`config.mk`:
```
export PLATFORM = sky130hd
export DESIGN_NAME = json_key_value_tokenizer_core
export DESIGN_NICKNAME = d
export VERILOG_FILES = /design/src/rtl/core/jkvt_pkg.sv /design/src/rtl/core/jkvt_evq.sv /design/src/rtl/core/json_key_value_tokenizer_core.sv
export VERILOG_INCLUDE_DIRS = /design/src /design/src/rtl/core
export SDC_FILE = /design/constraint.sdc
export NUM_CORES = 1
export LEC_CHECK = 0
export ABC_AREA = 1
export BUFFER_PORTS_ARGS = -buffer_cell sky130_fd_sc_hd__buf_2
export CORE_MARGIN = 3
export CORE_UTILIZATION = 60
export DETAILED_ROUTE_END_ITERATION = 7
export GPL_TIMING_DRIVEN = 0
export PLACE_DENSITY = 0.78
export SYNTH_ARGS = -nofsm -noshare
export SYNTH_HDL_FRONTEND = slang
export SYNTH_SLANG_ARGS = --single-unit
```
`constraint.sdc`:
```
create_clock -name clk -period 5.59 [get_ports clk]
set_input_delay 0 -clock clk [delete_from_list [all_inputs] [get_ports clk]]
set_output_delay 0 -clock clk [all_outputs]
set_load 0.05 [all_outputs]
```
`src/rtl/core/json_key_value_tokenizer_core_assert.svh`:
```
// Assertion macros used by the tokenizer event queue.
`ifndef JSON_KEY_VALUE_TOKENIZER_CORE_ASSERT_SVH
`define JSON_KEY_VALUE_TOKENIZER_CORE_ASSERT_SVH

// Same-cycle implication, checked out of reset.
`define JKVT_ASSERT_IMP(label, ante, cons, msg) \
    label: assert property (@(posedge clk) disable iff (!rst_n) (ante) |-> (cons)) \
        else $error(msg);

// Next-cycle implication, checked out of reset.
`define JKVT_ASSERT_NXT(label, ante, cons, msg) \
    label: assert property (@(posedge clk) disable iff (!rst_n) (ante) |=> (cons)) \
        else $error(msg);

`endif

```
`src/rtl/core/jkvt_pkg.sv`:
```
package jkvt_pkg;

    // Default sizing
    localparam int KEY_SIZE_DEF  = 32;
    localparam int PAIR_CAP_DEF  = 64;
    localparam int MAX_DEPTH_DEF = 16;
    localparam int MAX_LEN_DEF   = 65536;

    // Field widths
    localparam int PAIR_W  = 6;
    localparam int POS_W   = 16;
    localparam int DEPTH_W = 4;
    localparam int LIMIT_W = 7;

    // Events one input byte can cause at most
    localparam int EV_SLOTS = 3;
    localparam int CNT_W    = 2;

    // Characters with a meaning
    localparam logic [7:0] CH_SPACE  = 8'h20;
    localparam logic [7:0] CH_LBRACE = 8'h7B;
    localparam logic [7:0] CH_RBRACE = 8'h7D;
    localparam logic [7:0] CH_COLON  = 8'h3A;
    localparam logic [7:0] CH_COMMA  = 8'h2C;
    localparam logic [7:0] CH_QUOTE  = 8'h22;

    typedef enum logic [2:0] {
        EV_KEY_BYTE   = 3'd0,
        EV_KEY_DONE   = 3'd1,
        EV_VAL_START  = 3'd2,
        EV_VAL_END    = 3'd3,
        EV_OBJ_CLOSED = 3'd4,
        EV_COMPLETE   = 3'd5,
        EV_ERROR      = 3'd6,
        EV_BUF_END    = 3'd7
    } ev_kind_t;

    typedef struct packed {
        ev_kind_t            kind;
        logic [PAIR_W-1:0]   pair;
        logic [POS_W-1:0]    pos;
        logic [DEPTH_W-1:0]  depth;
        logic [7:0]          data;
        logic                from_stack;   // pair comes from the open-object stack
    } event_t;

    typedef struct packed {
        event_t [EV_SLOTS-1:0] ev;
        logic [CNT_W-1:0]      cnt;
    } bundle_t;

    function automatic event_t make_ev(
        input ev_kind_t           kind,
        input logic [PAIR_W-1:0]  pair,
        input logic [POS_W-1:0]   pos,
        input logic [DEPTH_W-1:0] depth,
        input logic [7:0]         data,
        input logic               from_stack
    );
        event_t e;
        e.kind       = kind;
        e.pair       = pair;
        e.pos        = pos;
        e.depth      = depth;
        e.data       = data;
        e.from_stack = from_stack;
        return e;
    endfunction

endpackage

```
`src/rtl/core/jkvt_evq.sv`:
```
module jkvt_evq (
    input  logic                     clk,
    input  logic                     rst_n,
    input  logic                     load,
    input  jkvt_pkg::bundle_t        bundle,
    input  logic [jkvt_pkg::PAIR_W-1:0] stack_pair,
    output logic                     ready,
    output logic                     out_valid,
    input  logic                     out_stall,
    output jkvt_pkg::event_t         out_ev,
    output logic                     out_last
);
    import jkvt_pkg::*;

    event_t [EV_SLOTS-1:0] bq_reg;
    logic [CNT_W-1:0]      cnt_reg;
    logic [CNT_W-1:0]      head_reg;
    logic                  out_valid_reg;
    event_t                out_ev_reg;
    logic                  out_last_reg;

    logic   out_free;
    logic   move;
    logic   head_last;
    event_t head_ev;

    // Pick the next event and patch in the stack pair when needed
    always_comb
    begin
        out_free  = !out_valid_reg || !out_stall;
        move      = (cnt_reg != '0) && out_free;
        head_last = (head_reg == (cnt_reg - CNT_W'(1)));
        head_ev   = bq_reg[head_reg];
        if (head_ev.from_stack)
        begin
            head_ev.pair = stack_pair;
        end
        head_ev.from_stack = 1'b0;
    end

    // Accept a new bundle once the held one is fully handed on
    assign ready = (cnt_reg == '0) || (move && head_last);

    // Advance bundle and output control
    always_ff @(posedge clk or negedge rst_n)
    begin
        if (!rst_n)
        begin
            cnt_reg       <= '0;
            head_reg      <= '0;
            out_valid_reg <= 1'b0;
        end
        else
        begin
            if (move)
            begin
                out_valid_reg <= 1'b1;
                head_reg      <= head_reg + CNT_W'(1);
                if (head_last)
                begin
                    cnt_reg <= '0;
                end
            end
            else if (out_valid_reg && !out_stall)
            begin
                out_valid_reg <= 1'b0;
            end
            if (load)
            begin
                cnt_reg  <= bundle.cnt;
                head_reg <= '0;
            end
        end
    end

    // Hold payload
    always_ff @(posedge clk)
    begin
        if (move)
        begin
            out_ev_reg   <= head_ev;
            out_last_reg <= head_last;
        end
        if (load)
        begin
            bq_reg <= bundle.ev;
        end
    end

    assign out_valid = out_valid_reg;
    assign out_ev    = out_ev_reg;
    assign out_last  = out_last_reg;

`include "json_key_value_tokenizer_core_assert.svh"

    `JKVT_ASSERT_IMP(a_head_in_range, cnt_reg != '0, head_reg < cnt_reg, "head past bundle end")
    `JKVT_ASSERT_IMP(a_load_when_free, load, ready, "bundle overwritten before drained")
    `JKVT_ASSERT_NXT(a_move_shows, move, out_valid_reg, "moved event not presented")

endmodule

```
`src/rtl/core/json_key_value_tokenizer_core.sv`:
```
// JSON key/value tokenizer: takes one byte of JSON text per transfer and emits
// key/value events (key byte, key done, value start/end, object closed,
// complete, error, buffer ended), one event per output transfer. A byte is
// taken every cycle as long as each byte causes at most one event and the
// output is not stalled; a byte causing several events (up to three) holds the
// input until the event serializer has handed them all on, one a cycle while
// the output is not stalled. An enclosing object's pair index is kept in a
// small stack memory with a registered read, fetched when its closing brace is
// taken and used when its close event moves out; no clearing pass follows
// reset. pairs_limit may only be written while the block is idle; after a byte
// marked last_byte the parser re-arms for a new document and keeps pairs_limit.
module json_key_value_tokenizer_core #(
    parameter int KEY_SIZE  = jkvt_pkg::KEY_SIZE_DEF,
    parameter int PAIR_CAP  = jkvt_pkg::PAIR_CAP_DEF,
    parameter int MAX_DEPTH = jkvt_pkg::MAX_DEPTH_DEF,
    parameter int MAX_LEN   = jkvt_pkg::MAX_LEN_DEF
) (
    input  logic                          clk,
    input  logic                          rst_n,
    input  logic                          cfg_valid,
    output logic                          cfg_ready,
    input  logic [jkvt_pkg::LIMIT_W-1:0]  cfg_data,
    input  logic                          in_valid,
    output logic                          in_stall,
    input  logic [7:0]                    data_byte,
    input  logic                          last_byte,
    output logic                          out_valid,
    input  logic                          out_stall,
    output logic [2:0]                    event_kind,
    output logic [jkvt_pkg::PAIR_W-1:0]   pair_index,
    output logic [jkvt_pkg::POS_W-1:0]    position,
    output logic [jkvt_pkg::DEPTH_W-1:0]  nest_depth,
    output logic [7:0]                    event_byte,
    output logic                          last_of_run
);
    import jkvt_pkg::*;

    localparam int PCW = $clog2(PAIR_CAP + 1);
    localparam int DCW = $clog2(MAX_DEPTH + 1);
    localparam int SAW = (MAX_DEPTH > 1) ? $clog2(MAX_DEPTH) : 1;
    localparam int KLW = $clog2(KEY_SIZE);
    localparam int OW  = $clog2(MAX_LEN);

    typedef enum logic [9:0] {
        ST_INIT     = 10'b00_0000_0001,
        ST_KEY      = 10'b00_0000_0010,
        ST_KEY_STR  = 10'b00_0000_0100,
        ST_KEY_END  = 10'b00_0000_1000,
        ST_VALUE    = 10'b00_0001_0000,
        ST_VAL_STR  = 10'b00_0010_0000,
        ST_VAL_END  = 10'b00_0100_0000,
        ST_VAL_BARE = 10'b00_1000_0000,
        ST_CRASHED  = 10'b01_0000_0000,
        ST_COMPLETE = 10'b10_0000_0000
    } pstate_t;

    pstate_t                st_reg, st_next;
    logic [DCW-1:0]         open_reg, open_next;     // brace level plus one
    logic [PCW-1:0]         pc_reg, pc_next;
    logic [KLW-1:0]         kl_reg, kl_next;
    logic [OW-1:0]          off_reg, off_next;
    logic                   stop_reg, stop_next;
    logic [LIMIT_W-1:0]     limit_reg;

    logic [PAIR_W-1:0]      stack_mem [MAX_DEPTH];
    logic [PAIR_W-1:0]      stack_rd_reg;

    logic                   in_ready;
    logic                   in_accept;
    logic                   push;
    logic                   pop;
    logic [SAW-1:0]         wr_addr;
    logic [SAW-1:0]         rd_addr;
    bundle_t                bundle;
    event_t                 out_ev;
    logic                   out_last;

    logic [31:0]            open_m1;
    logic [31:0]            open_m2;
    logic [PAIR_W-1:0]      cur_pair;
    logic [DEPTH_W-1:0]     cur_depth;
    logic [POS_W-1:0]       pos;
    logic [POS_W-1:0]       prev_pos;
    logic [OW-1:0]          prev_off;
    logic                   limit_hit;

    function automatic logic [PAIR_W-1:0] pair_of(input logic [PCW-1:0] pc);
        logic [31:0] pm1;
        pm1 = 32'(pc) - 32'd1;
        return (pc == '0) ? '0 : pm1[PAIR_W-1:0];
    endfunction

    function automatic logic [DEPTH_W-1:0] depth_of(input logic [DCW-1:0] oc);
        logic [31:0] om1;
        om1 = 32'(oc) - 32'd1;
        return (oc == '0) ? '0 : om1[DEPTH_W-1:0];
    endfunction

    function automatic logic [POS_W-1:0] pos_of(input logic [OW-1:0] off);
        logic [OW+POS_W-1:0] wide;
        wide = {{POS_W{1'b0}}, off};
        return wide[POS_W-1:0];
    endfunction

    // Configuration: always ready; the user must write it only while idle, the block does not check this
    assign cfg_ready = 1'b1;

    always_ff @(posedge clk or negedge rst_n)
    begin
        if (!rst_n)
        begin
            limit_reg <= LIMIT_W'(PAIR_CAP_DEF);
        end
        else if (cfg_valid && cfg_ready)
        begin
            limit_reg <= cfg_data;
        end
    end

    // Derive current-byte quantities
    always_comb
    begin
        open_m1   = 32'(open_reg) - 32'd1;
        open_m2   = 32'(open_reg) - 32'd2;
        wr_addr   = open_m1[SAW-1:0];
        rd_addr   = open_m2[SAW-1:0];
        cur_pair  = pair_of(pc_reg);
        cur_depth = depth_of(open_reg);
        pos       = pos_of(off_reg);
        prev_off  = (off_reg == '0) ? OW'(MAX_LEN - 1) : (off_reg - OW'(1));
        prev_pos  = pos_of(prev_off);
        limit_hit = (32'(pc_reg) >= 32'(limit_reg)) || (32'(pc_reg) >= 32'(PAIR_CAP));
    end

    // Parse step: next state and the events of this byte
    always_comb
    begin
        logic         fail;
        logic [1:0]   n;
        event_t [EV_SLOTS-1:0] ev;

        st_next   = st_reg;
        open_next = open_reg;
        pc_next   = pc_reg;
        kl_next   = kl_reg;
        stop_next = stop_reg;
        off_next  = off_reg;
        push      = 1'b0;
        pop       = 1'b0;
        fail      = 1'b0;
        n         = '0;
        ev        = '0;

        if (!stop_reg)
        begin
            priority if (data_byte == CH_SPACE)
            begin
                if (st_reg == ST_VAL_BARE)
                begin
                    ev[0]   = make_ev(EV_VAL_END, cur_pair, prev_pos, cur_depth,
                                      data_byte, 1'b0);
                    n       = 2'd1;
                    st_next = ST_VAL_END;
                end
            end
            else if (data_byte == CH_LBRACE)
            begin
                if (open_reg == '0)
                begin
                    open_next = DCW'(1);
                end
                else if ((pc_reg == '0) || (32'(open_reg) >= 32'(MAX_DEPTH)))
                begin
                    fail = 1'b1;
                end
                else
                begin
                    ev[0]     = make_ev(EV_VAL_START, cur_pair, pos, cur_depth,
                                        data_byte, 1'b0);
                    n         = 2'd1;
                    push      = 1'b1;
                    open_next = open_reg + DCW'(1);
                    st_next   = ST_INIT;
                end
            end
            else if (data_byte == CH_RBRACE)
            begin
                if ((open_reg == '0) || !((st_reg == ST_INIT) || (st_reg == ST_VAL_END)
                    || (st_reg == ST_VAL_BARE)))
                begin
                    fail = 1'b1;
                end
                else
                begin
                    if (st_reg == ST_VAL_BARE)
                    begin
                        ev[0] = make_ev(EV_VAL_END, cur_pair, prev_pos, cur_depth,
                                        data_byte, 1'b0);
                        n     = 2'd1;
                    end
                    open_next = open_reg - DCW'(1);
                    st_next   = ST_INIT;
                    if (open_reg == DCW'(1))
                    begin
                        ev[n]     = make_ev(EV_COMPLETE, cur_pair, pos, '0,
                                            data_byte, 1'b0);
                        n         = n + 2'd1;
                        st_next   = ST_COMPLETE;
                        stop_next = 1'b1;
                    end
                    else
                    begin
                        ev[n] = make_ev(EV_OBJ_CLOSED, '0, pos,
                                        depth_of(open_reg - DCW'(1)), data_byte, 1'b1);
                        n     = n + 2'd1;
                        pop   = 1'b1;
                    end
                end
            end
            else if (data_byte == CH_COLON)
            begin
                if (st_reg == ST_KEY_END)
                begin
                    st_next = ST_VALUE;
                end
                else
                begin
                    fail = 1'b1;
                end
            end
            else if (data_byte == CH_COMMA)
            begin
                if (st_reg == ST_VAL_BARE)
                begin
                    ev[0]   = make_ev(EV_VAL_END, cur_pair, prev_pos, cur_depth,
                                      data_byte, 1'b0);
                    n       = 2'd1;
                    st_next = ST_INIT;
                end
                else if ((st_reg == ST_INIT) || (st_reg == ST_VAL_END))
                begin
                    st_next = ST_INIT;
                end
                else
                begin
                    fail = 1'b1;
                end
            end
            else if (data_byte == CH_QUOTE)
            begin
                unique case (st_reg)
                    ST_INIT:
                    begin
                        if (limit_hit)
                        begin
                            fail = 1'b1;
                        end
                        else
                        begin
                            pc_next = pc_reg + PCW'(1);
                            kl_next = '0;
                            st_next = ST_KEY;
                        end
                    end
                    ST_KEY_STR:
                    begin
                        ev[0]   = make_ev(EV_KEY_DONE, cur_pair, pos, cur_depth,
                                          data_byte, 1'b0);
                        n       = 2'd1;
                        kl_next = '0;
                        st_next = ST_KEY_END;
                    end
                    ST_VALUE:
                    begin
                        ev[0]   = make_ev(EV_VAL_START, cur_pair, pos, cur_depth,
                                          data_byte, 1'b0);
                        n       = 2'd1;
                        st_next = ST_VAL_STR;
                    end
                    ST_VAL_STR:
                    begin
                        ev[0]   = make_ev(EV_VAL_END, cur_pair, pos, cur_depth,
                                          data_byte, 1'b0);
                        n       = 2'd1;
                        st_next = ST_VAL_END;
                    end
                    default:
                    begin
                        fail = 1'b1;
                    end
                endcase
            end
            else
            begin
                unique case (st_reg)
                    ST_KEY, ST_KEY_STR:
                    begin
                        if (32'(kl_reg) < (KEY_SIZE - 1))
                        begin
                            ev[0]   = make_ev(EV_KEY_BYTE, cur_pair, pos, cur_depth,
                                              data_byte, 1'b0);
                            n       = 2'd1;
                            kl_next = kl_reg + KLW'(1);
                        end
                        st_next = ST_KEY_STR;
                    end
                    ST_VALUE:
                    begin
                        ev[0]   = make_ev(EV_VAL_START, cur_pair, pos, cur_depth,
                                          data_byte, 1'b0);
                        n       = 2'd1;
                        st_next = ST_VAL_BARE;
                    end
                    ST_VAL_STR, ST_VAL_BARE:
                    begin
                        st_next = st_reg;
                    end
                    default:
                    begin
                        fail = 1'b1;
                    end
                endcase
            end

            // Drop into the crashed state on any parse error
            if (fail)
            begin
                ev[0]     = make_ev(EV_ERROR, cur_pair, pos, cur_depth, data_byte, 1'b0);
                n         = 2'd1;
                st_next   = ST_CRASHED;
                stop_next = 1'b1;
            end
        end

        // End of buffer: report, then re-arm
        if (last_byte)
        begin
            ev[n]     = make_ev(EV_BUF_END, pair_of(pc_next), pos, depth_of(open_next),
                                data_byte, 1'b0);
            n         = n + 2'd1;
            st_next   = ST_INIT;
            open_next = '0;
            pc_next   = '0;
            kl_next   = '0;
            off_next  = '0;
            stop_next = 1'b0;
        end
        else
        begin
            off_next = (32'(off_reg) == (MAX_LEN - 1)) ? '0 : (off_reg + OW'(1));
        end

        bundle.ev  = ev;
        bundle.cnt = n;
    end

    assign in_accept = in_valid && in_ready;
    assign in_stall  = !in_ready;

    // Advance parse state on each accepted byte
    always_ff @(posedge clk or negedge rst_n)
    begin
        if (!rst_n)
        begin
            st_reg   <= ST_INIT;
            open_reg <= '0;
            pc_reg   <= '0;
            kl_reg   <= '0;
            off_reg  <= '0;
            stop_reg <= 1'b0;
        end
        else if (in_accept)
        begin
            st_reg   <= st_next;
            open_reg <= open_next;
            pc_reg   <= pc_next;
            kl_reg   <= kl_next;
            off_reg  <= off_next;
            stop_reg <= stop_next;
        end
    end

    // Open-object stack: push on a nested brace, read on its close
    always_ff @(posedge clk)
    begin
        if (in_accept && push)
        begin
            stack_mem[wr_addr] <= cur_pair;
        end
        if (in_accept && pop)
        begin
            stack_rd_reg <= stack_mem[rd_addr];
        end
    end

    jkvt_evq u_evq (
        .clk        (clk),
        .rst_n      (rst_n),
        .load       (in_accept && (bundle.cnt != '0)),
        .bundle     (bundle),
        .stack_pair (stack_rd_reg),
        .ready      (in_ready),
        .out_valid  (out_valid),
        .out_stall  (out_stall),
        .out_ev     (out_ev),
        .out_last   (out_last)
    );

    assign event_kind  = out_ev.kind;
    assign pair_index  = out_ev.pair;
    assign position    = out_ev.pos;
    assign nest_depth  = out_ev.depth;
    assign event_byte  = out_ev.data;
    assign last_of_run = out_last;

endmodule

```
; ---- Word level (Yosys, flattened, before mapping)
; Memory sizes are Yosys's and may differ from the RTL's. A register that Yosys moved wholly into a read port is not among the register bits.
; Index checks and enable logic that the tools add are counted.
; Widths: inputs -> output; s select.
[op_classes]
n_reduce_logical = 41
order_cmp = 9
add_sub_neg = 16
muxes = 158
eq_ne = 33
[op_table]
columns = cell, n
row1 = $mux 38, 15
row2 = $mux 114, 4
row3 = $bwmux 114, 3
row4 = $mux 76, 3
row5 = $mux 10, 18
row6 = $demux 38 s2, 2
row7 = $mux 37, 3
row8 = $pmux 37 s3, 1
row9 = $mux 5, 19
row10 = $bmux 38 s2, 1
row11 = $pmux 38 s2, 1
row12 = $mux 7, 10
row13 = $mux 16, 3
row14 = $mux 1, 43
row15 = $mux 2, 20
row16 = $pmux 10 s4, 1
row17 = $mux 35, 1
row18 = $eq 8x6->1 const B, 4
row19 = $reduce_and 11->1, 2
row20 = $pmux 10 s2, 1
row21 = $mux 6, 3
row22 = $add 16x1->16 const B, 1
row23 = $eq 16x16->1 const B, 1
row24 = $eq 8x7->1 const B, 2
row25 = 52 further kinds, 95
[word_totals]
register_bits = 208
ramBits = 96
out_inout_bits = 41
memories = 1
[mem_list]
columns = memory, depth, word_bits, rd, rd_ports_with_merged_regs, write_ports, line
row1 = stack_mem, 16, 6, 1, 1, 1, json_key_value_tokenizer_core.sv:65  ; logic [PAIR_W-1:0] stack_mem [MAX_DEPTH];

; ---- Longest topological paths before layout
; Gate-level depths: netlist of run 1.
[depth]
depth_word = 24
mapped_depth = 26
depth_no_buf = 26

; ---- Cells and area by module
; Synthesis of run 1 repeated with hierarchy kept, for this count alone.
[unflattened]
cells_unflattened = 1758
area_unflattened_um2 = 16181.8
[modules_own_cells]
columns = mod, cells_each, area_each_um2, n_inst
row1 = json_key_value_tokenizer_core, 1370, 10396.2, 1
row2 = jkvt_evq, 388, 5785.5, 1

; ---- Least setup slack after synthesis of run 1
; No wires, ideal clock.
[synth_timing]
path_kind = reg2reg
startpoint = reg open_reg[0]
endpoint = reg u_evq.bq_reg[0] (netlist name), enable pin
period_less_slack_ns = 4.510
path_buffers = 2
slack_ns = 1.080
required_ns = 5.166
path_stages_with_launch = 21
setup_ns = 0.424
arrival_time_ns = 4.086
path_cell_list = dfrtp_1 > buf_2 > clkinv_1 > clkbuf_1 > ha_1 > nand2_1 > nor2_2 > nand2_2 > nand3_4 > nand2_1 > inv_2 > nand3_2 > nand2_4 > nand2_8 > nand3_4 > nand2_2 > ha_1 > nand2_1 > o21ai_1 > inv_2 > nand2_2
[synth_via]
elab_chain_cells = 13
word_cells_on_any_way = 23
[synth_rtl]
columns = element, line
row1 = from (decl), json_key_value_tokenizer_core.sv:58  ; logic [DCW-1:0] open_reg, open_next;
row2 = from (signal assigned), json_key_value_tokenizer_core.sv:375  ; open_reg <= open_next;
row3 = $ge 5x5->1 / $logic_not 5->1 (equally long branches), "json_key_value_tokenizer_core.sv:172, json_key_value_tokenizer_core.sv:168, json_key_value_tokenizer_core.sv:188"
row4 = $logic_or 1x1->1 (on tied branches), "json_key_value_tokenizer_core.sv:172, json_key_value_tokenizer_core.sv:188"
row5 = $mux 1 (on tied branches), "json_key_value_tokenizer_core.sv:172, json_key_value_tokenizer_core.sv:188"
row6 = $mux 1 (on tied branches), "json_key_value_tokenizer_core.sv:168, json_key_value_tokenizer_core.sv:186"
row7 = $mux 1, json_key_value_tokenizer_core.sv:166  ; else if (data_byte == CH_LBRACE)
row8 = $mux 1, json_key_value_tokenizer_core.sv:156  ; priority if (data_byte == CH_SPACE)
row9 = $mux 1, json_key_value_tokenizer_core.sv:154  ; if (!stop_reg)
row10 = $mux 2 (*), json_key_value_tokenizer_core.sv:326  ; if (fail)
row11 = $mux 2 (*), json_key_value_tokenizer_core.sv:154
row12 = $add 2x1->2, json_key_value_tokenizer_core.sv:340  ; n = n + 2'd1;
row13 = $mux 2 (*), json_key_value_tokenizer_core.sv:336  ; if (last_byte)
row14 = $reduce_bool 2->1 (*), json_key_value_tokenizer_core.sv:399  ; .load (in_accept && (bundle.cnt != '0)),
row15 = $logic_and 1x1->1 (*), json_key_value_tokenizer_core.sv:399
row16 = named net u_evq.load, jkvt_evq.sv:4  ; input logic load,
row17 = to (signal assigned), jkvt_evq.sv:86  ; bq_reg <= bundle.ev;
row18 = to (decl), jkvt_evq.sv:15  ; event_t [EV_SLOTS-1:0] bq_reg;
; The timed path passes the listed nets; every way through them passes the cells marked *. The select of a mux whose other input is x is not followed.
; A chain may end at the register's enable or synchronous reset.

==> run summary, run 1 <==
The destination of the worst hold path is st_reg[4]$_DFFE_PN0P_. The worst register-to-register path begins at open_reg[1]$_DFFE_PN0P_. The synthesized netlist cell count came out at 1669. The number of antenna-violating nets in the routed design came out at 0. The number of cell instances on the worst register-to-register path is 21. The global-route usage over all layers is 29.72%. The effective utilization at floorplan is 61.37%. At the worst endpoint, the required time is 5.95 ns.

The mean instance size in the synthesized netlist is 9.636 um^2. The largest fanout of any net on the critical path is 13. The aggregate routed wire length came out at 43100 um.

The cell at the root of the clock tree is sky130_fd_sc_hd__clkbuf_16. The post-synthesis instance area is 0.01608 mm^2. The final count of pins violating max slew came to 0.

The core area is 0.02621 mm^2. The setup skew after layout is 0.006202 ns. The post-route netlist has 15.77% of its cells at a drive strength greater than 1. The vertical extent of the die came out at 169.7 um. The floorplan has 59 rows.

The slew of the pin with the lowest slew margin came out at 1.303 ns. For this run the aggregate overflow at the end of global routing stands at 0. TritonCTS built the clock tree.

The clock slew seen by the registers of the worst setup and hold paths is 0.06 ns. The die covers 0.02880 mm^2. The final setup violation count came out at 0. The arrival time reported for the critical path endpoint is 5.54 ns. Across the VDD grid, the largest voltage drop is 0.0002828 V. The HPWL after detailed placement is 31000 um. The total placed cells including tap cells came out at 2067.

The filler cell count in the final layout came out at 1940. The DRC violation count after routing is 0. In the post-synthesis netlist, the biggest area contributors are sky130_fd_sc_hd__edfxtp_1, sky130_fd_sc_hd__dfrtp_1, sky130_fd_sc_hd__nor2_1. The final weighted congestion in routability-driven placement is 0.9574. For this run, global-route usage on met2 was measured as 44.21%. The global routing met3 resource utilization is 7.501%. The total iterations of the first detailed-routing run came out at 5. The distinct cell type count of the synthesized netlist is 65. The worst setup path is captured at a register. The number of warnings reported in the yosys synthesis log came out at 0. The number of synthesized flops with an enable pin came out at 251. The number of buffers inserted by port buffering is 60. In the post-synthesis netlist, the cell with the most instances is sky130_fd_sc_hd__nor2_1. In this run the most critical hold path is launched from last_byte. The count of nets after finishing came out at 1836. The flow ran to the end, and the final reports show no timing, DRC or antenna violations. The non-filler instance count after layout came out at 2149. The max-cap violation count is 0. The worst hold path was traced through 6 stages. The leakage power of the design is 7.043 nW.

Static timing analysis puts the maximum clock frequency at 0.1930 GHz. The via count of the first global-routing pass came out at 12153. The global-route wire length before repair came out at 67000 um. After detailed routing, the number of vias per cell comes to 6.053. The share of the synthesized area in the top cell type came out at 46.87%. The number of clock buffers inserted by TritonCTS is 31.

CTS saw 307 sinks. The number of flip-flops and latches in the synthesized netlist is 307. By count the netlist is led by sky130_fd_sc_hd__nor2_1, sky130_fd_sc_hd__edfxtp_1, sky130_fd_sc_hd__nand2_1.

The DRC marker count from the first detailed-route iteration came out at 1700. Of all cell types, the one taking the most synthesized area is sky130_fd_sc_hd__edfxtp_1. STA classifies the critical path startpoint as a register. The number of nets in the synthesized netlist is 1716. The worst path meets setup with 0.4077 ns of slack. The flip-flop count of the largest register after layout came out at 111. The worst-case clock buffer depth came out at 3. The routed layout has 13007 vias. The clock insertion delay at the later pin of the skew report came out at 0.57 ns.

After synthesis, the share of flip-flops with an asynchronous set or reset is 18.24%. The post-synthesis to final-layout area growth is 13.06%. The count of pins on the block boundary came out at 62. The critical path is of the register to register type.

The largest net degree at the start of global routing came out at 60. The most used flip-flop cell after synthesis is sky130_fd_sc_hd__edfxtp_1. The shortest clock period the worst path allows after layout came out at 5.182 ns. OpenSTA, run right after detailed placement, puts the worst setup slack at 0.5951 ns. The total count of hold-check failures in the final report came to 0. Setup repair after global routing left no endpoint under its margin. CTS built an H-tree with a depth of 1. The relative max-transition margin is 12.84%. The reg-to-reg setup timing slack is 0.41 ns. Buffers added to address setup during post-CTS repair amount to 0. The final setup TNS is 0 ns. The repair_antennas step left the layout with diodes totalling 0. The routing usage on met1 is 44.35%. The final critical-path share of the clock period is 92.71%. The power density over the cells came out at 488.9 mW/mm^2. The width of the die came out at 169.7 um.

For this run, the register share of the synthesized area comes to 55.60%. The initial antenna violation count came out at 0. The endpoint of the worst register-to-register path is u_evq.bq_reg[19]$_DFFE_PP_. The tightest min-delay check is of the primary input to register type. The average detailed-routed wire length per instance is 20.06 um.

In this run the most used layer during global routing was met1.
## per-stage QoR
stage | power [mW] | hold slack, ns | area (um^2) | util, %
after CTS | 8.845 | 0.004450 | 18180 | 69.36
final | 8.888 | 0.02912 | 18180 | 69.38
after global placement | 6.600 | 0.2037 | 16800 | 64.11
after detailed placement | 6.680 | 0.2153 | 16870 | 64.37
after floorplan | 5.744 | -0.2956 | 16080 | -
after global routing | 9.291 | 0.09455 | 18180 | 69.38
## placed cells by master, fill, tap and decap left out, types with 6 or more instances in the layout
cell / synthesis / layout
sky130_fd_sc_hd__o211ai_2: 8 / 8
sky130_fd_sc_hd__ha_1: 26 / 26
sky130_fd_sc_hd__dfrtp_1: 54 / 54
sky130_fd_sc_hd__nor2_4: 11 / 11
sky130_fd_sc_hd__nand3_2: 13 / 13
sky130_fd_sc_hd__nor3_1: 29 / 29
sky130_fd_sc_hd__nor2_2: 11 / 12
sky130_fd_sc_hd__o21ai_1: 43 / 44
sky130_fd_sc_hd__clkbuf_16: 0 / 31
sky130_fd_sc_hd__nand2_4: 6 / 7
sky130_fd_sc_hd__o221ai_1: 13 / 13
sky130_fd_sc_hd__dlygate4sd3_1: 0 / 24
sky130_fd_sc_hd__a21oi_1: 31 / 29
sky130_fd_sc_hd__nand2_2: 20 / 19
sky130_fd_sc_hd__o21ai_0: 184 / 183
sky130_fd_sc_hd__clkinv_1: 1 / 9
sky130_fd_sc_hd__nand3_1: 84 / 84
sky130_fd_sc_hd__xor2_1: 16 / 16
sky130_fd_sc_hd__buf_2: 15 / 74
sky130_fd_sc_hd__nand3_4: 7 / 7
sky130_fd_sc_hd__clkinv_2: 0 / 6
sky130_fd_sc_hd__nand2_1: 234 / 234
sky130_fd_sc_hd__nand4_1: 14 / 14
sky130_fd_sc_hd__clkbuf_1: 47 / 49
sky130_fd_sc_hd__o22ai_1: 35 / 35
sky130_fd_sc_hd__inv_1: 114 / 113
sky130_fd_sc_hd__a31oi_1: 8 / 8
sky130_fd_sc_hd__nor2_1: 261 / 260
sky130_fd_sc_hd__bufinv_16: 0 / 6
sky130_fd_sc_hd__o211ai_1: 22 / 22
sky130_fd_sc_hd__edfxtp_1: 251 / 251
sky130_fd_sc_hd__inv_2: 35 / 36
## final cells by class
class	count	area, um^2	area share (%)
timing repair buffer	87	593.1	3.262
multi-input combinational	1137	6242	34.33
clock buffer	33	783.3	4.308
clock inverter	25	282.8	1.555
buffer	72	337.8	1.858
sequential	307	8941	49.18
tap	335	419.2	2.305
inverter	153	581.8	3.200
## routing by layer
layer | routed length [um] | vias up
met1 | 18170 | 6134
met2 | 18640 | 770
met5 | 0 | -
li1 | - | 6032
met4 | 820 | 0
met3 | 5474 | 71
## how the worst max path moves through the flow
stage	start	endpoint	slack, ns
final	open_reg[1]$_DFFE_PN0P_	u_evq.bq_reg[19]$_DFFE_PP_	0.41
after global routing	open_reg[1]$_DFFE_PN0P_	u_evq.bq_reg[19]$_DFFE_PP_	0.18
after CTS	open_reg[1]$_DFFE_PN0P_	u_evq.bq_reg[19]$_DFFE_PP_	0.55
after detailed placement	open_reg[1]$_DFFE_PN0P_	u_evq.bq_reg[19]$_DFFE_PP_	0.60
after global placement	open_reg[1]$_DFFE_PN0P_	u_evq.bq_reg[97]$_SDFFCE_PN0P_	-0.23
after floorplan	open_reg[0]$_DFFE_PN0P_	u_evq.bq_reg[0]$_DFFE_PP_	1.08
## where the power goes
group | switching, mW | internal (mW) | total, mW | leakage (nW)
Combinational | 2.52 | 0.820 | 3.34 | 3.41
Sequential | 0.189 | 3.20 | 3.38 | 3.11
Clock | 0.873 | 1.29 | 2.16 | 0.524
Total | 3.58 | 5.31 | 8.89 | 7.04
## worst max-delay path, stage by stage, from the launching register on
cell and delay, ns:
sky130_fd_sc_hd__dfrtp_1 0.56, sky130_fd_sc_hd__inv_1 0.32, sky130_fd_sc_hd__clkbuf_1 0.52, sky130_fd_sc_hd__ha_1 0.32, sky130_fd_sc_hd__nand2_1 0.11, sky130_fd_sc_hd__nor2_2 0.18
sky130_fd_sc_hd__nand2_2 0.18, sky130_fd_sc_hd__nand3_4 0.18, sky130_fd_sc_hd__nand2_1 0.10, sky130_fd_sc_hd__inv_2 0.06, sky130_fd_sc_hd__nand3_2 0.08, sky130_fd_sc_hd__nand2_4 0.16
sky130_fd_sc_hd__nand2_8 0.09, sky130_fd_sc_hd__nand3_4 0.08, sky130_fd_sc_hd__nand2_2 0.09, sky130_fd_sc_hd__ha_1 0.23, sky130_fd_sc_hd__nand2_1 0.10, sky130_fd_sc_hd__inv_1 0.20
sky130_fd_sc_hd__nor2_1 0.57, sky130_fd_sc_hd__buf_2 0.40, sky130_fd_sc_hd__o221ai_1 0.22, sky130_fd_sc_hd__o21ai_0 0.18
## cell families after synthesis
logic type,Yosys count,share of synthesized area (%)
buf+inv,225,5.718
mux,1,0.07002
flops,307,55.60
fa+ha+maj,26,2.023
xor+xnor,23,1.463
simple gates,720,21.71
other cells,1,0.02332
compound gates,366,13.40
## what timing repair did
item,4_1_cts,5_1_grt
resized for setup,0,0
endpoints found under the hold margin,89,0
hold buffers,24,0
Power figures use the tool's default switching activity.
==> run 2: changes to the inputs <==
REMOVE_ABC_BUFFERS = 1   (was not set)
==> run summary, run 2 (synthesized netlist as in run 1, its figures left out) <==
The number of clock buffers inserted by TritonCTS came out at 31. The total area of sequential cells came out at 0.008945 mm^2. TritonCTS built the clock tree. For met3 alone, demand over resource in global routing was 5.101%.

In this run the worst hold path is classified as primary input to register. Leaving out fill and tap cells, the most frequent cell in the layout is sky130_fd_sc_hd__nor2_1. After detailed routing, the total wire length is 40220 um. The worst path uses 91.45% of the clock period. The hold path startpoint is in_valid. In the final layout, the share of cells above drive strength 1 is 15.84%. Cell internal power was estimated by the tool at 5.093 mW. The share of total power dissipated in sequential elements is 40.4%.

The global-route wire length before repair came out at 63240 um. The slowest stage cell on the critical path is sky130_fd_sc_hd__dfrtp_2. The register with the most flip-flops in the layout has 111 of them. For met1 alone, demand over resource in global routing was 41.58%. The share of total power in the clock network came out at 22.9%. The number of antenna-violating nets in the routed design came out at 0. The DRC violation count after routing is 0.

The max-cap violation count is 0. Compared with the post-synthesis result, the final layout area differs by 11.44%. The first detailed-routing pass took 6 iterations.

The effective utilization at floorplan is 61.37%. The number of antenna cells inserted is 0. The filler cell count in the final layout came out at 1956. Global routing consumed, over all layers together, 27.54% of the routing resources. Measured along the y axis, the die boundary spans 169.7 um. The relative max-transition margin is 9.663%. Of all nets on the critical path, the largest fanout is 55.

The clock net in this run drives a total of 307 sinks. In the final layout, the multi-input gates occupy 0.006262 mm^2. The final non-filler cell area is 0.01792 mm^2. The DRC marker count from the first detailed-route iteration came out at 1699. The startpoint of the worst-slack reg-to-reg timing path is open_reg[0]$_DFFE_PN0P_. Entering global routing, the biggest net connects 71 pins. The total cell area at the placement stage came out at 0.01659 mm^2. Setup violations remaining at the end of the flow were counted as 0. The busiest metal layer after global routing is met2. The nature of the critical path endpoint is a register. The via count of the first global-routing pass is 11819. Across the routed clock network, the largest skew measured is 0.01260 ns. The standard-cell row count came out at 59. The reg-to-reg setup timing slack came out at 0.48 ns.

The slew of the pin with the lowest slew margin is 1.350 ns. The total count of hold-check failures in the final report was 0. The final setup TNS is 0 ns.

Once placement completed, the tool counted placed cells totaling 1998. For this design the ratio of total power to cell area is 478.5 mW/mm^2. The routed layout has 12652 vias. The per-cell via count in the routed design came out at 6.054.

After floorplanning, the core was sized to cover 0.02621 mm^2. The critical path goes through inv_4 -> ha_1 -> nand2_1 -> nor2_2 -> nand2_2 -> nand3_4 -> nand2_1 -> inv_2 -> nand3_2 -> nand2_4 -> nand2_8 -> nand3_4 -> nand2_2 -> ha_1 -> nand2_2 -> inv_1 -> nor2_4 -> buf_8 -> o21ai_0 -> o22ai_1. The category of the critical setup timing path is register to register. Setup repair after global routing left no endpoint under its margin. The worst stage delay on the critical path is 0.51 ns. The width of the die is 169.7 um. The wire-length estimate of the detail-placed layout is 26360 um. The upper clock frequency limit came out at 0.1956 GHz. Clock-pin slew was measured on the worst setup and hold paths at 0.07 ns. The count of nets after finishing came out at 1781. The startpoint kind of the worst setup timing path is a register. The share of total power dissipated in combinational logic is 36.7%. The global-route track usage on met2 is 42.40%.

The analysis attributes to cell leakage a power of 6.880 nW. The global-route congestion overflow total is 0. The non-filler instance count after layout is 2090. The flow ran to the end, and the final reports show no timing, DRC or antenna violations.

The final weighted congestion in routability-driven placement came out at 0.8965. The count of pins on the block boundary is 62. After detailed routing, the average wire length per cell comes to 19.24 um. Counting stages on the worst path, the most repeated cell is sky130_fd_sc_hd__nand2_2.

The number of buffers inserted by port buffering is 60. Net switching is 40.61% of the power. The critical path starts at open_reg[0]$_DFFE_PN0P_. The maximum VDD drop is 0.0003130 V. The CTS H-tree depth came out at 1. The worst-case clock buffer depth is 3.

The data required time at the worst endpoint came out at 5.94 ns. Leaving out fill and tap cells, the most frequent cells in the layout are sky130_fd_sc_hd__nor2_1, sky130_fd_sc_hd__edfxtp_1, sky130_fd_sc_hd__nand2_1. Summed over all nets, the switching power comes to 3.482 mW. The initial antenna violation count is 0. The arrival time reported for the critical path endpoint came out at 5.46 ns. In this run the clock root is driven by a sky130_fd_sc_hd__clkbuf_16. The die covers 0.02880 mm^2. The clock insertion delay at the later pin of the skew report is 0.56 ns. The shortest clock period the worst path allows after layout is 5.112 ns.

The worst hold-check slack is 0.06096 ns. The final count of pins violating max slew came out at 0.
## run 2: cell types whose count changed in the layout (fill, tap and decap cells not counted), sizes merged
cell,before,now
clkinvlp,1,6
clkinv,16,10
dlygate4sd3,24,31
bufinv,6,2
clkbuf,80,37
inv,155,154
buf,88,71
## run 2: cell type report
class / instances / share of cell area (%)
sequential: 307 / 49.91
multi-input combinational: 1137 / 34.94
clock buffer: 37 / 4.454
timing repair buffer: 102 / 4.189
inverter: 153 / 3.281
tap: 335 / 2.339
clock inverter: 17 / 0.8239
timing repair inverter: 2 / 0.05585
## run 2: through the flow
| step | utilization [%] | worst slack [ns] | power, mW |
|---|---|---|---|
| 2_1_floorplan | - | -0.5302 | 5.660 |
| 3_3_place_gp | 62.82 | -3.669 | 6.440 |
| 3_5_place_dp | 63.30 | -0.8690 | 6.554 |
| 4_1_cts | 68.16 | 0.2486 | 8.531 |
| 5_1_grt | 68.38 | 0.1296 | 9.001 |
| 6_report | 68.38 | 0.4777 | 8.576 |
## run 2: power groups by stage
stage | Sequential (mW) | Combinational (mW) | Clock (mW)
floorplan | 3.98 | 1.68 | 0
global placement | 3.51 | 2.93 | 0
detailed placement | 3.50 | 3.06 | 0
CTS | 3.46 | 3.10 | 1.97
global route | 3.51 | 3.43 | 2.06
finish | 3.47 | 3.15 | 1.96
## run 2: worst max-delay path, delay by kind of cell (launching register included)
family,cells,cell delay [ns]
flip-flops,1,0.51
AO/OA/AOI/OAI,2,0.36
AND/OR/NAND/NOR,12,2.31
buffers and inverters,4,1.09
adder cells (fa/ha/maj),2,0.57
## run 2: worst paths after layout
kind / to / cells past startpoint
setup reg to reg: u_evq.bq_reg[22]$_DFFE_PP_ / 20
max in group asynchronous: open_reg[1]$_DFFE_PN0P_ / 2
setup / recovery: u_evq.bq_reg[22]$_DFFE_PP_ / 20
hold reg to reg: u_evq.out_valid$_DFFE_PN0P_ / 2
hold / removal: pc_reg[6]$_DFFE_PN0P_ / 4
min in group asynchronous: u_evq.cnt_reg[1]$_DFFE_PN0P_ / 2
## run 2: layer usage
layer	share of wire, %	up-vias
li1	-	5931
met1	43	6012
met2	44	655
met3	12	54
met4	1.4	0
met5	0	-
## run 2: what timing repair did
item                       CTS  global route
resized for setup            3             2
setup endpoints to repair  138            24
setup buffers                0             4
cloned                       2             0
hold buffers                31             0
hold endpoints to repair    92             0
==> run 3: changes to the inputs <==
CORE_ASPECT_RATIO = 0.9   (was not set)
==> run summary, run 3 (synthesized netlist as in run 1, its figures left out) <==
The final count of pins violating max slew is 0. The arrival time reported for the critical path endpoint came out at 5.55 ns. The final setup violation count came out at 0. The flip-flop count of the largest register after layout is 111.

The total die area is 0.02881 mm^2. Leaving out fill and tap cells, the most frequent cells in the layout are sky130_fd_sc_hd__nor2_1, sky130_fd_sc_hd__edfxtp_1, sky130_fd_sc_hd__nand2_1. The routed design could run at a clock period as short as 5.230 ns. No sink is reached through more buffers than the 3 on the longest clock path. The global-route usage over all layers came out at 28.44%. For this design, the slowest cell found on the critical path is sky130_fd_sc_hd__dfrtp_2.

Power spread over the standard cell area amounts to 488.5 mW/mm^2. The count of nets after finishing came out at 1775. Routability-driven placement finished with a final weighted congestion of 0.9246. After legalization and detailed placement, the total HPWL measured 26050 um. The standard-cell row count is 56. For the worst flop-to-flop path, the logic depth is 20. The repair_antennas step left the layout with diodes totalling 0. CTS built an H-tree with a depth of 1. The worst stage delay on the critical path is 0.82 ns.

The worst setup path is launched from a register. The hold path startpoint is in_valid. The worst setup path is captured at a register. The setup path with the least slack is of type register to register. The average detailed-routed wire length per instance is 19.45 um. Leaving out fill and tap cells, the most frequent cell in the layout is sky130_fd_sc_hd__nor2_1. The max-cap violation count is 0. The non-filler instance count after layout is 2101. The maximum VDD drop came out at 0.0003024 V. After detailed routing, the number of remaining DRC violations is 0. The total count of hold-check failures in the final report is 0. The slew of the pin with the lowest slew margin is 1.327 ns. Along the worst path, the maximum fanout reaches 32. The path class of the tightest hold or removal check is primary input to register. The total placed cells including tap cells is 2009.

The sink count of the clock tree is 307. The count of pins on the block boundary is 62. Setup slack on the worst reg-to-reg path comes out at 0.36 ns. Before CTS, the worst setup slack after placement is -0.8220 ns. The clock insertion delay at the later pin of the skew report is 0.58 ns.

The setup skew after layout came out at 0.01556 ns. The final setup TNS came out at 0 ns. The routed via count is 12818. The clock slew seen by the registers of the worst setup and hold paths is 0.07 ns. The global-route wire length before repair is 65050 um. The destination of the worst hold path is pc_reg[6]$_DFFE_PN0P_. The upper clock frequency limit is 0.1912 GHz. The number of buffers inserted by port buffering is 60. The per-cell via count in the routed design came out at 6.101. The die is 178.6 um wide. The worst hold path was traced through 4 stages. The startpoint of the worst-slack reg-to-reg timing path is open_reg[1]$_DFFE_PN0P_. Traced cell by cell, the critical path runs through clkinvlp_4 -> ha_1 -> nand2_1 -> nor2_2 -> nand2_2 -> nand3_4 -> nand2_1 -> inv_2 -> nand3_2 -> nand2_4 -> nand2_8 -> nand3_4 -> nand2_2 -> inv_1 -> ha_1 -> nand2_1 -> inv_1 -> nor2_2 -> buf_8 -> nor2_1. The flow ran to the end, and the final reports show no timing, DRC or antenna violations. The leakage power of the design is 6.926 nW. The endpoint of the worst register-to-register path is u_evq.bq_reg[60]$_DFFE_PP_. The proportion of layout cells with a drive suffix above 1 came out at 15.74%. The total iterations of the first detailed-routing run is 6. TritonCTS built the clock tree.

Once routing completed, OpenROAD measured the worst setup slack at 0.3599 ns. The initial antenna violation count is 1. The global-route congestion overflow total came out at 0. The effective utilization at floorplan came out at 61.37%.

The via count of the first global-routing pass came out at 12091. The relative max-transition margin is 11.23%. The aggregate routed wire length came out at 40860 um.

In this run, CTS created clock tree buffers numbering 31. The data required time at the worst endpoint came out at 5.91 ns. The cell occurring most often along the worst timing path is sky130_fd_sc_hd__nand2_1. Setup repair after global routing left no endpoint under its margin. At the end of the flow the core is filled with cells to 68.81%. After floorplanning, the core was sized to cover 0.02621 mm^2.

The largest net degree at the start of global routing is 75. The number of antenna-violating nets in the routed design is 0. The final critical-path share of the clock period came out at 93.56%. The root buffer cell chosen for the clock tree is sky130_fd_sc_hd__clkbuf_16.

The post-synthesis to final-layout area growth is 12.13%. In this run the vertical extent of the chip is 161.3 um. The DRC marker count from the first detailed-route iteration came out at 1544.
-- run 3: cell types whose count changed in the layout (fill, tap and decap cells not counted), sizes merged --
cell | before | now
bufinv | 2 | 3
inv | 154 | 152
clkbuf | 37 | 40
clkinvlp | 6 | 5
clkinv | 10 | 12
buf | 71 | 66
-- run 3: layout make-up --
cell class / count / area [um^2]
Clock buffer: 40 / 859.6
Clock inverter: 18 / 187.7
Fill cell: 1882 / 8173
Inverter: 153 / 590.6
Multi-Input combinational cell: 1137 / 6262
Sequential cell: 307 / 8946
Tap cell: 348 / 435.4
Timing Repair Buffer: 97 / 745.7
Timing Repair inverter: 1 / 5.005
-- run 3: per-layer routing --
| layer | vias up | GRT usage (%) | part of all wire [%] |
|---|---|---|---|
| met5 | - | 0 | 0.032 |
| met2 | 717 | 42.22 | 44 |
| li1 | 5931 | - | - |
| met3 | 71 | 5.571 | 11 |
| met4 | 2 | 6.055 | 2.0 |
| met1 | 6097 | 43.94 | 42 |
-- run 3: power breakdown --
part	switching (mW)	internal [mW]
Clock	0.891	1.23
Sequential	0.246	3.19
Combinational	2.42	0.826
Total	3.56	5.25
-- run 3: worst max-delay path by stage --
stage               cells past startpoint                           from                             end
floorplan                              20        open_reg[0]$_DFFE_PN0P_      u_evq.bq_reg[11]$_DFFE_PP_
global route                           20        open_reg[1]$_DFFE_PN0P_      u_evq.bq_reg[64]$_DFFE_PP_
detailed placement                     21        open_reg[0]$_DFFE_PN0P_      u_evq.bq_reg[11]$_DFFE_PP_
finish                                 20        open_reg[1]$_DFFE_PN0P_      u_evq.bq_reg[60]$_DFFE_PP_
global placement                       18        open_reg[0]$_DFFE_PN0P_      u_evq.bq_reg[22]$_DFFE_PP_
CTS                                    10  u_evq.head_reg[0]$_DFFE_PN0P_  u_evq.bq_reg[92]$_SDFFCE_PN0P_
-- run 3: metrics by stage --
| stage | instance area [um^2] | hold slack (ns) | power [mW] |
|---|---|---|---|
| floorplan | 15740 | -0.2956 | 5.660 |
| global placement | 16480 | 0.2039 | 6.437 |
| detailed placement | 16580 | 0.1325 | 6.560 |
| CTS | 17960 | 0.01063 | 8.715 |
| global route | 18030 | 0.09368 | 9.253 |
| finish | 18030 | 0.05041 | 8.809 |
-- run 3: what timing repair did --
item                                    in CTS  in global routing
cloned                                       1                  0
endpoints found under the setup margin      62                 13
pin swaps                                    0                  0
hold endpoints to repair                    94                  0
hold buffers                                31                  0
gates resized for setup                      5                  1
buffers inserted                             0                  0
-- run 3: worst max-delay path, delay by kind of cell, from the launching register on --
kind,cells,cell delay (ns)
adder cells (fa/ha/maj),2,0.59
AND/OR/NAND/NOR,13,2.36
buffers and inverters,5,1.18
flip-flops,1,0.82
